--- src/rtl/bmm_pkg.sv ---
package bmm_pkg;

    localparam int MAX_DIM_DEFAULT = 32;

    localparam int VALUE_W   = 16;
    localparam int PROD_W    = 32;
    localparam int ACC_W     = 40;
    localparam int CFG_W     = 16;
    localparam int CFG_IDX_W = 2;

    // Configuration register indexes.
    localparam logic [CFG_IDX_W-1:0] REG_ROWS_A       = 2'd0;
    localparam logic [CFG_IDX_W-1:0] REG_INNER_SIZE   = 2'd1;
    localparam logic [CFG_IDX_W-1:0] REG_COLS_B       = 2'd2;
    localparam logic [CFG_IDX_W-1:0] REG_MATRIX_COUNT = 2'd3;

    typedef enum logic [1:0] {
        ST_PRODUCT = 2'd0,
        ST_A_EARLY = 2'd1,
        ST_B_LATE  = 2'd2
    } t_status;

    typedef enum logic [2:0] {
        S_IDLE,
        S_MAC,
        S_DRAIN1,
        S_DRAIN2,
        S_EMIT
    } t_state;

    // Commands from the controller to the datapath.
    typedef struct packed {
        logic    clear;
        logic    b_wr;
        logic    a_ld;
        logic    mac;
        logic    emit;
        logic    end_row;
        logic    end_mat;
        logic    end_bat;
        logic    reject;
        t_status status;
    } t_cmd;

endpackage

--- src/rtl/bmm_ctrl.sv ---
module bmm_ctrl #(
    parameter int MAX_DIM = bmm_pkg::MAX_DIM_DEFAULT
) (
    input  logic                                   i_clk,
    input  logic                                   i_rst_n,
    input  logic                                   i_cfg_we,
    input  logic [bmm_pkg::CFG_IDX_W-1:0]          i_cfg_index,
    input  logic [bmm_pkg::CFG_W-1:0]              i_cfg_data,
    input  logic                                   i_in_valid,
    output logic                                   o_in_stall,
    input  logic                                   i_mode,
    input  logic                                   i_out_free,
    output bmm_pkg::t_cmd                          o_cmd,
    output logic [$clog2(MAX_DIM*MAX_DIM)-1:0]     o_wr_addr,
    output logic [$clog2(MAX_DIM*MAX_DIM)-1:0]     o_rd_addr,
    output logic [$clog2(MAX_DIM)-1:0]             o_j
);
    import bmm_pkg::*;

    localparam int AW = $clog2(MAX_DIM * MAX_DIM);
    localparam int JW = $clog2(MAX_DIM);
    localparam int DW = $clog2(MAX_DIM + 1);
    localparam int FW = 2 * DW;

    t_state        r_state, n_state;
    logic [15:0]   r_rows_a;
    logic [5:0]    r_inner;
    logic [5:0]    r_cols;
    logic [15:0]   r_mcount;
    logic [FW-1:0] r_fill, n_fill;
    logic [DW-1:0] r_a_col, n_a_col;
    logic [AW-1:0] r_base, n_base;
    logic [JW-1:0] r_j, n_j;
    logic [15:0]   r_c_row, n_c_row;
    logic [15:0]   r_mat, n_mat;

    logic [DW-1:0] w_inner_eff;
    logic [DW-1:0] w_cols_eff;
    logic [DW-1:0] w_cols_m1;
    logic [15:0]   w_rows_eff;
    logic [15:0]   w_mats_eff;
    logic [FW-1:0] w_b_total;
    logic          w_b_full;
    logic          w_j_last;
    logic          w_a_last;
    logic          w_last_row;
    logic          w_last_mat;
    t_cmd          w_cmd;
    logic          w_stall;

    // Zero acts as one; a dimension beyond the array size acts as the array size.
    assign w_inner_eff = (r_inner == 6'd0) ? DW'(1) :
                         (int'(r_inner) > MAX_DIM) ? DW'(MAX_DIM) : DW'(r_inner);
    assign w_cols_eff  = (r_cols == 6'd0) ? DW'(1) :
                         (int'(r_cols) > MAX_DIM) ? DW'(MAX_DIM) : DW'(r_cols);
    assign w_cols_m1   = w_cols_eff - DW'(1);
    assign w_rows_eff  = (r_rows_a == 16'd0) ? 16'd1 : r_rows_a;
    assign w_mats_eff  = (r_mcount == 16'd0) ? 16'd1 : r_mcount;
    assign w_b_total   = FW'(w_inner_eff) * FW'(w_cols_eff);
    assign w_b_full    = r_fill >= w_b_total;
    assign w_j_last    = DW'(r_j) == w_cols_m1;
    assign w_a_last    = (r_a_col + DW'(1)) == w_inner_eff;
    assign w_last_row  = ({1'b0, r_c_row} + 17'd1) >= {1'b0, w_rows_eff};
    assign w_last_mat  = w_last_row && (({1'b0, r_mat} + 17'd1) >= {1'b0, w_mats_eff});

    always_ff @(posedge i_clk) begin
        if (!i_rst_n) begin
            r_rows_a <= 16'd1;
            r_inner  <= 6'd1;
            r_cols   <= 6'd1;
            r_mcount <= 16'd1;
        end else if (i_cfg_we) begin
            unique case (i_cfg_index)
                REG_ROWS_A:       r_rows_a <= i_cfg_data;
                REG_INNER_SIZE:   r_inner  <= i_cfg_data[5:0];
                REG_COLS_B:       r_cols   <= i_cfg_data[5:0];
                REG_MATRIX_COUNT: r_mcount <= i_cfg_data;
                default:          r_rows_a <= r_rows_a;
            endcase
        end
    end

    always_ff @(posedge i_clk) begin
        if (!i_rst_n) begin
            r_state <= S_IDLE;
            r_fill  <= '0;
            r_a_col <= '0;
            r_base  <= '0;
            r_j     <= '0;
            r_c_row <= '0;
            r_mat   <= '0;
        end else begin
            r_state <= n_state;
            r_fill  <= n_fill;
            r_a_col <= n_a_col;
            r_base  <= n_base;
            r_j     <= n_j;
            r_c_row <= n_c_row;
            r_mat   <= n_mat;
        end
    end

    always_comb begin
        n_state = r_state;
        n_fill  = r_fill;
        n_a_col = r_a_col;
        n_base  = r_base;
        n_j     = r_j;
        n_c_row = r_c_row;
        n_mat   = r_mat;
        w_cmd   = '0;
        w_stall = 1'b1;

        if (i_cfg_we) begin
            // Any register write aborts the batch in progress.
            w_cmd.clear = 1'b1;
            n_state     = S_IDLE;
            n_fill      = '0;
            n_a_col     = '0;
            n_base      = '0;
            n_j         = '0;
            n_c_row     = '0;
            n_mat       = '0;
        end else begin
            unique case (r_state)
                S_IDLE: begin
                    w_stall = !i_out_free;
                    if (i_in_valid && i_out_free) begin
                        if (!i_mode) begin
                            if (w_b_full) begin
                                w_cmd.reject = 1'b1;
                                w_cmd.status = ST_B_LATE;
                            end else begin
                                w_cmd.b_wr = 1'b1;
                                n_fill     = r_fill + FW'(1);
                            end
                        end else begin
                            if (!w_b_full) begin
                                w_cmd.reject = 1'b1;
                                w_cmd.status = ST_A_EARLY;
                            end else begin
                                w_cmd.a_ld = 1'b1;
                                n_j        = '0;
                                n_state    = S_MAC;
                            end
                        end
                    end
                end
                S_MAC: begin
                    w_cmd.mac = 1'b1;
                    n_j       = r_j + JW'(1);
                    if (w_j_last) begin
                        n_j = '0;
                        if (w_a_last) begin
                            n_state = S_DRAIN1;
                        end else begin
                            n_a_col = r_a_col + DW'(1);
                            n_base  = r_base + AW'(w_cols_eff);
                            n_state = S_IDLE;
                        end
                    end
                end
                S_DRAIN1: begin
                    n_state = S_DRAIN2;
                end
                S_DRAIN2: begin
                    n_state = S_EMIT;
                end
                S_EMIT: begin
                    if (i_out_free) begin
                        w_cmd.emit    = 1'b1;
                        w_cmd.end_row = w_j_last;
                        w_cmd.end_mat = w_j_last && w_last_row;
                        w_cmd.end_bat = w_j_last && w_last_mat;
                        n_j           = r_j + JW'(1);
                        if (w_j_last) begin
                            n_j     = '0;
                            n_a_col = '0;
                            n_base  = '0;
                            n_state = S_IDLE;
                            n_c_row = r_c_row + 16'd1;
                            if (w_last_row) begin
                                n_c_row = '0;
                                n_fill  = '0;
                                n_mat   = w_last_mat ? 16'd0 : r_mat + 16'd1;
                            end
                        end
                    end
                end
                default: begin
                    n_state = S_IDLE;
                end
            endcase
        end
    end

    assign o_cmd      = w_cmd;
    assign o_in_stall = w_stall;
    assign o_wr_addr  = r_fill[AW-1:0];
    assign o_rd_addr  = r_base + AW'(r_j);
    assign o_j        = r_j;

endmodule

--- config.mk ---
export PLATFORM = sky130hd
export DESIGN_NAME = bmm_ctrl
export DESIGN_NICKNAME = d
export VERILOG_FILES = /design/src/rtl/bmm_pkg.sv /design/src/rtl/bmm_ctrl.sv
export SDC_FILE = /design/constraint.sdc
export NUM_CORES = 1
export LEC_CHECK = 0
export ABC_CLOCK_PERIOD_IN_PS = 12200
export BUFFER_PORTS_ARGS = -buffer_cell sky130_fd_sc_hd__buf_2
export CAP_MARGIN = 20
export CORE_UTILIZATION = 45
export CTS_BUF_LIST = sky130_fd_sc_hd__clkbuf_4 sky130_fd_sc_hd__clkbuf_8
export CTS_CLUSTER_SIZE = 8
export DETAILED_ROUTE_END_ITERATION = 7
export PLACE_DENSITY = 0.71
export SYNTH_ARGS = -nofsm -noshare
export SYNTH_HDL_FRONTEND = slang
export SYNTH_SLANG_ARGS = --single-unit
--- constraint.sdc ---
create_clock -name i_clk -period 12.2 [get_ports i_clk]
set_input_delay 0.61 -clock i_clk [delete_from_list [all_inputs] [get_ports i_clk]]
set_output_delay 0.61 -clock i_clk [all_outputs]
set_load 0.05 [all_outputs]
After elaboration in Yosys (flattened, before gate mapping). Cells that the tools add are included.

Add/sub/neg operators: 10. Reductions and logical operators: 25. $mul: 1. Magnitude comparators: 5. Muxes and demuxes: 57. Bitwise gates (word level): 1. Equal/unequal tests: 19.

Operators with widths (count): 12-bit 2-to-1 mux (6); 16-bit 2-to-1 mux (4); 10-bit 2-to-1 mux (5); 6-bit 2-to-1 mux (8); 16-bit by 1-bit adder with 17-bit output, second input constant (2); 17-bit by 16-bit greater-or-equal comparator with 1-bit output (2); 3-bit 2-to-1 mux (11); 16-bit by 1-bit adder with 16-bit output, second input constant (2); 16-bit logical NOT (2); 5-bit 2-to-1 mux (5); 12-bit case mux with 2 select lines (1); 2-bit inequality test, second input constant (10); 10-bit case mux with 2 select lines (1); 3-bit case mux with 5 select lines (1); 5-bit case mux with 3 select lines (1); 12-bit by 1-bit adder with 12-bit output, second input constant (1); 12-bit greater-or-equal comparator (1); 6-bit greater-than comparator, second input constant (2); 6-bit logical NOT (2); 6-bit by 6-bit multiplier with 12-bit output (1); 6-bit case mux with 2 select lines (1); 10-bit by 5-bit adder with 10-bit output (1); 10-bit by 6-bit adder with 10-bit output (1); 5-bit AND reduction (2); other kinds (26) (45).

Output and inout port bits: 37. Bits in registers: 112.

Logic depth before layout (Yosys ltp). Gate-level depths: netlist (run 1).

Word-level depth: 10. Mapped depth: 27.

Worst setup path before layout (run 1). OpenSTA, ideal clock, no wires.

Kind: register to output. From: register r_inner[5]. To: output o_cmd[2] (netlist name). Data arrival time: 5.823 ns. Stages on the path, launching flop included: 22. Data required time: 11.590 ns. Path slack: 5.767 ns. Cell sequence: dfxtp_1 > clkbuf_1 > nand2b_1 > or2_2 > fa_1 > fa_1 > fa_1 > inv_1 > ha_1 > nor2b_1 > o21ai_0 > a21oi_1 > o21a_1 > nor2_1 > o21ai_0 > xnor2_1 > ha_1 > a21oi_1 > o21ai_0 > a21o_1 > ha_1 > nor3_1.

RTL lines: start, declared (line bmm_ctrl.sv:27) `logic [5:0] r_inner;`; start signal, assigned (line bmm_ctrl.sv:75) `REG_INNER_SIZE: r_inner <= i_cfg_data[5:0];`; end, declared (line bmm_ctrl.sv:13) `output bmm_pkg::t_cmd o_cmd,`.

==> impl_metrics.yaml, run 1 <==
outcome:
  run_status: "finished, final reports clean"
clock_tree:
  clkSlewWorstSetupHoldPaths_ps: 110
  clock_sinks: 112
  tritoncts: "built"
  post_cts_hold_buffer_count: 0
  clock_tree.root_cell: "clkbuf_8"
  clk-insertion-delay-late_ps: 410
  cts-buffers-inserted: 9
  post-cts-setup-buffer-count: 0
  h-tree-depth: 3
  cts-resized-gates: 0
  ctsLongestPathBuffers: 2
placement:
  dpl.hpwl_um: 16500
  globalplace.congestion: 0.899
  numPlacedInstances: 1324
  portBuffers: 60
  detailedPlace.worstSlack_ps: 5860
layout:
  num_antenna_cells: 0
  post_layout_nonfiller_instances: 1340
  relative_area_change_from_synthesis_to_final_layout_pct: 6.52
  post_route_cells_drive_above_1_share: 0.0940
  final_nets: 1229
floorplan:
  initial_utilization: 0.462
  chipHeight_um: 141
  die-area_um2: 19800
  chipWidth_um: 141
  fp.coreArea_um2: 18800
  row_count: 50
  io_pins: 61
flow_run:
  maxCapViolations: 0
sta:
  final.period_utilization: 0.560
  slew_headroom: 0.453
  rsz0062_at_grt: "false"
  final_critical_path_setup_slack_ps: 5360
  finalHoldWorstSlack_ps: 462
  clock-skew-final_ps: 17.8
  slew_violations: 0
  totalNegativeSetupSlack_ps: 0
  min_period_ps: 6840
  timing_worst_slew_pin_value_ps: 817
  number_of_setup_violations_in_the_final_report: 0
  final-hold-violation-count: 0
  maxClockFrequency_mhz: 146
routing:
  drt-initial-drc-count: 490
  wire_per_inst_um: 16.5
  ant_nets: 0
  viasPerCell: 5.75
  post-route-drc-count: 0
  drtPass1Iterations: 5
  via_count: 7710
  detail_route.wirelength_um: 22100
synthesis:
  netlist.area_leader.share: 0.259
  synth_commonest_cells: "nand2_1, dfxtp_1, ha_1, inv_1, nor2_1"
  mean_syn_cell_area_um2: 7.98
  synth_top_cells_by_area: "dfxtp_1, ha_1, nand2_1"
  synth_flop_cell: "dfxtp_1"
  yosys.area.top_type: "dfxtp_1"
  syn-cell-area_um2: 8670
  postSynth.asyncResetShare: 0
  syn-instance-count: 1086
  yosys.cell_count.top_type: "nand2_1"
  synth_edf_count: 0
  total_nets_after_synthesis: 1214
  synth_sequential_area_ratio: 0.259
  synth_cell_types: 69
  synthesis.yosys.warnings: 0
  synth_seq_cells: 112
setup_path:
  critical_path_required_ps: 11590
  reg2reg_from: "r_inner[5]"
  cp_cell_sequence: "nand2b_1 -> or2_2 -> fa_1 -> fa_1 -> fa_1 -> inv_1 -> ha_1 -> nor2b_1 -> o21ai_0 -> a21oi_1 -> o21a_1 -> nor2_1 -> o21ai_0 -> xnor2_1 -> ha_1 -> a21oi_1 -> o21ai_0 -> a21o_1 -> inv_1 -> ha_1 -> and2_1 -> buf_2"
  max_stage_delay_ps: 560
  critical_path.reg2reg.endpoint: "r_fill[11]"
  start_kind: "flop"
  setup.worst_path.class: "flop to output pin"
  crit_path_top_delay_cell: "fa_1"
  r2r_cells: 22
  worst_case_register_to_register_setup_slack_ps: 6060
  cp-end-kind: "output pin"
  worst-endpoint-arrival_ps: 6230
  worstPathMaxFanout: 19
global_route:
  grt_max_degree: 52
  globalRouteOverflowTotal: 0
  first_pass_grt_wire_length_um: 36600
  grt.total_usage: 0.230
  antenna_found_initial: 0
  number_of_global_route_vias_before_repair: 7129
power_and_ir_drop:
  cellLeakagePower_nw: 3.94
  design_power_total_w: 0.000746
  ir_drop_mv: 0.0836
  p_per_area_nw_per_um2: 80.8
worst_hold_path:
  hold_path_startpoint: "i_cfg_data[8]"
  destination_of_the_worst_hold_path: "r_rows_a[8]"
  min_path_type: "input pin to flop"
  timing.hold.worst_path_depth: 3
kinds of logic (layout without fill, tap and decap cells):
logic type      Yosys count  count (layout)  share of synthesized area
simple gates            392             392                      0.221
buf+inv                 149             169                     0.0727
flops                   112             112                      0.259
compound gates          258             258                      0.204
xor+xnor                 56              56                     0.0600
fa+ha+maj               104             104                      0.167
mux                      15              15                     0.0173
per-layer routing:
metal / vias up / wire, µm / track usage
met5: - / 0 / 0
met3: 20 / 1650 / 0.0523
met2: 254 / 9320 / 0.341
met4: 0 / 261 / 0.0486
met1: 3613 / 10800 / 0.336
li1: 3823 / - / -
worst max-delay path: cells and delay by family, from the launching register on:
| family | cells | cell delay (ps) |
|---|---|---|
| buffers and inverters | 3 | 640 |
| xor gates and xnor gates | 1 | 140 |
| and+or+nand+nor | 5 | 1050 |
| AOI/OAI and AO/OA | 7 | 1120 |
| adders and majority gates | 6 | 2400 |
| DFF | 1 | 480 |
per-stage QoR:
stage | util | instance area (µm²)
floorplan | - | 8670
global placement | 0.480 | 9020
detailed placement | 0.480 | 9020
CTS | 0.492 | 9230
global route | 0.492 | 9230
finish | 0.492 | 9230
placed cells by master (no fill, tap or decap), types with 15 or more instances in the layout:
| master | count |
|---|---|
| mux2i_1 | 15 |
| o21a_1 | 15 |
| o21ai_0 | 43 |
| a21boi_0 | 30 |
| ha_1 | 85 |
| and3_1 | 18 |
| nand3_1 | 42 |
| nor3_1 | 20 |
| nor2_1 | 60 |
| buf_2 | 60 |
| xnor2_1 | 30 |
| nor2b_1 | 22 |
| a21oi_1 | 49 |
| inv_1 | 85 |
| nand2_1 | 147 |
| fa_1 | 19 |
| xor2_1 | 24 |
| dfxtp_1 | 112 |
power breakdown:
part | total, W | switching, W | internal (W) | leakage [nW]
combinational | 0.000118 | 0.0000806 | 0.0000370 | 2.93
sequential | 0.000377 | 0.00000620 | 0.000371 | 0.905
clock | 0.000252 | 0.000141 | 0.000111 | 0.113
total | 0.000746 | 0.000227 | 0.000519 | 3.94
worst max path at each step:
stage	cells past startpoint	slack (ps)	start	end
floorplan	21	5770	r_inner[5]	o_cmd[2]
global placement	22	5960	r_inner[5]	o_cmd[0]
detailed placement	22	5860	r_inner[5]	o_cmd[0]
CTS	22	5400	r_inner[5]	o_cmd[0]
global route	22	4980	r_inner[5]	o_cmd[0]
finish	22	5360	r_inner[5]	o_cmd[0]
registers in the layout, summed over array words and instances (netlist names):
name and count:
o_j 5, r_inner 6, r_rows_a 16, r_base 10, r_a_col 6, r_cols 6, r_mat 16, r_c_row 16
r_fill 12, r_state 3, r_mcount 16
final cells by class:
type	count	area, µm²
multi-input combinational	825	5810
timing repair buffer	66	345
tap	234	293
clock inverter	4	58.8
fill	1845	9530
clock buffer	12	159
inverter	87	327
sequential	112	2240
Power figures use the tool's default switching activity.
==> inputs of run 2 (changes only) <==
ABC_CLOCK_PERIOD_IN_PS = 5900   (was 12200)
PLACE_DENSITY = 0.74   (was 0.71)
clock period = 5.9 ns   (was 12.2 ns; I/O delays follow)
==> impl_metrics.yaml, run 2 (synthesis results as in run 1) <==
sta:
  totalNegativeSetupSlack_ps: 0
  number_of_setup_violations_in_the_final_report: 0
  timing_worst_slew_pin_value_ps: 756
  min_period_ps: 5670
  maxClockFrequency_mhz: 176
  final_critical_path_setup_slack_ps: 229
  final.period_utilization: 0.961
  clock-skew-final_ps: 14.6
  slew_headroom: 0.493
  slew_violations: 0
  final-hold-violation-count: 0
global_route:
  grt.total_usage: 0.228
  globalRouteOverflowTotal: 0
  first_pass_grt_wire_length_um: 36100
  antenna_found_initial: 0
  number_of_global_route_vias_before_repair: 7139
  grt_max_degree: 52
floorplan:
  chipWidth_um: 141
  chipHeight_um: 141
  row_count: 50
  initial_utilization: 0.462
  io_pins: 61
  fp.coreArea_um2: 18800
  die-area_um2: 19800
setup_path:
  worst-endpoint-arrival_ps: 5380
  critical_path_required_ps: 5610
  critical_path.reg2reg.endpoint: "r_fill[10]"
  reg2reg_from: "r_inner[2]"
  crit_path_end: "o_cmd[8]"
  start_kind: "flop"
  worstPathMaxFanout: 3
  cp-end-kind: "output pin"
  worst_case_register_to_register_setup_slack_ps: 340
  r2r_cells: 25
  crit_path_start: "r_inner[2]"
  setup.worst_path.class: "flop to output pin"
power_and_ir_drop:
  share_comb_of_total_power: 0.173
  cellLeakagePower_nw: 4.08
  power_switching_share: 0.291
  switching_pwr_w: 0.000456
  internal_power_w: 0.00111
  proportion_of_power_drawn_by_flip_flops_and_latches: 0.496
  ir_drop_mv: 0.136
  p_per_area_nw_per_um2: 163
  power_frac_clock: 0.331
layout:
  layout.cells.most_common_list: "nand2_1, dfxtp_1, ha_1"
  post_layout_nonfiller_instances: 1367
  post_layout_inst_area_um2: 9610
  finalCoreUtilization: 0.512
  final_nets: 1258
  post_route_cells_drive_above_1_share: 0.145
  relative_area_change_from_synthesis_to_final_layout_pct: 10.9
  layout.cells.most_common: "nand2_1"
  num_antenna_cells: 0
routing:
  post-route-drc-count: 0
  viasPerCell: 5.70
  via_count: 7786
  wire_per_inst_um: 16.1
  detail_route.wirelength_um: 22100
  drt-initial-drc-count: 485
  drtPass1Iterations: 6
  ant_nets: 0
placement:
  post_dp_cell_area_um2: 9100
  numPlacedInstances: 1335
  globalplace.congestion: 0.940
  detailedPlace.worstSlack_ps: 128
  portBuffers: 60
  dpl.hpwl_um: 16500
clock_tree:
  ctsLongestPathBuffers: 2
  clk-insertion-delay-late_ps: 390
  clkSlewWorstSetupHoldPaths_ps: 100
  h-tree-depth: 3
  clock_tree.root_cell: "clkbuf_8"
  tritoncts: "built"
  post_cts_hold_buffer_count: 0
  clock_sinks: 112
  cts-buffers-inserted: 9
outcome:
  run_status: "finished, final reports clean"
flow_run:
  maxCapViolations: 0
worst_hold_path:
  min_path_type: "input pin to flop"
-- run 2: cell count changes in the layout (fill, tap and decap cells not counted), sizes merged --
| cell | change |
|---|---|
| buf | +29 |
| clkbuf | -2 |
| bufinv | +1 |
| inv | -1 |
-- run 2: how the worst min path moves through the flow --
stage	startpoint	endpoint	slack, ps	cells after the start
global placement	r_rows_a[0]	r_rows_a[0]	460	2
floorplan	i_cfg_data[0]	r_mcount[0]	420	2
CTS	i_cfg_data[11]	r_rows_a[11]	140	3
global route	i_cfg_data[10]	r_rows_a[10]	150	3
finish	i_cfg_data[11]	r_rows_a[11]	150	3
detailed placement	r_rows_a[0]	r_rows_a[0]	470	2
-- run 2: layer usage --
layer | up-vias | global-route usage | wire [µm]
li1 | 3879 | - | -
met3 | 13 | 0.0299 | 1400
met2 | 257 | 0.347 | 9670
met4 | 0 | 0.0572 | 237
met5 | - | 0 | 0
met1 | 3637 | 0.336 | 10800
-- run 2: repair_timing --
item                       in CTS  in global routing
cloned                          0                  0
setup buffers                   9                 10
gates resized for setup        10                 42
pin swaps                       4                 28
setup endpoints to repair       5                 10
-- run 2: final cells by class --
| cell class | count | area, µm² |
|---|---|---|
| fill | 1757 | 9150 |
| multi-input combinational | 825 | 5930 |
| sequential | 112 | 2260 |
| timing repair buffer | 95 | 588 |
| inverter | 87 | 327 |
| tap | 234 | 293 |
| clock buffer | 10 | 138 |
| clock inverter | 4 | 77.6 |
-- run 2: power groups by stage --
stage | sequential (W) | clock (W) | combinational [W]
floorplan | 0.000790 | 0 | 0.000168
global placement | 0.000794 | 0 | 0.000246
detailed placement | 0.000795 | 0 | 0.000248
CTS | 0.000777 | 0.000532 | 0.000255
global route | 0.000778 | 0.000557 | 0.000298
finish | 0.000776 | 0.000519 | 0.000271
-- run 2: worst max-delay path, cell delays in order (launching register included) --
cell and delay, ps:
dfxtp_4 370, nor4_4 280, nor2_1 90, nor2_1 130
nand2_1 80, fa_1 510, fa_1 450, fa_1 510
inv_2 50, ha_4 240, nor2b_1 130, o21ai_1 150
a21oi_1 90, o21a_1 200, nor2_2 120, o21ai_1 80
xnor2_1 140, ha_1 330, a21oi_1 130, o21ai_1 80
a21o_1 230, buf_6 140, ha_1 160, and2_1 140
buf_6 150
-- run 2: stage by stage --
stage                     power (W)  hold WS, ps
after global routing        0.00163          153
final                       0.00157          150
after global placement      0.00104          460
after floorplan            0.000958          419
after CTS                   0.00156          137
after detailed placement    0.00104          469
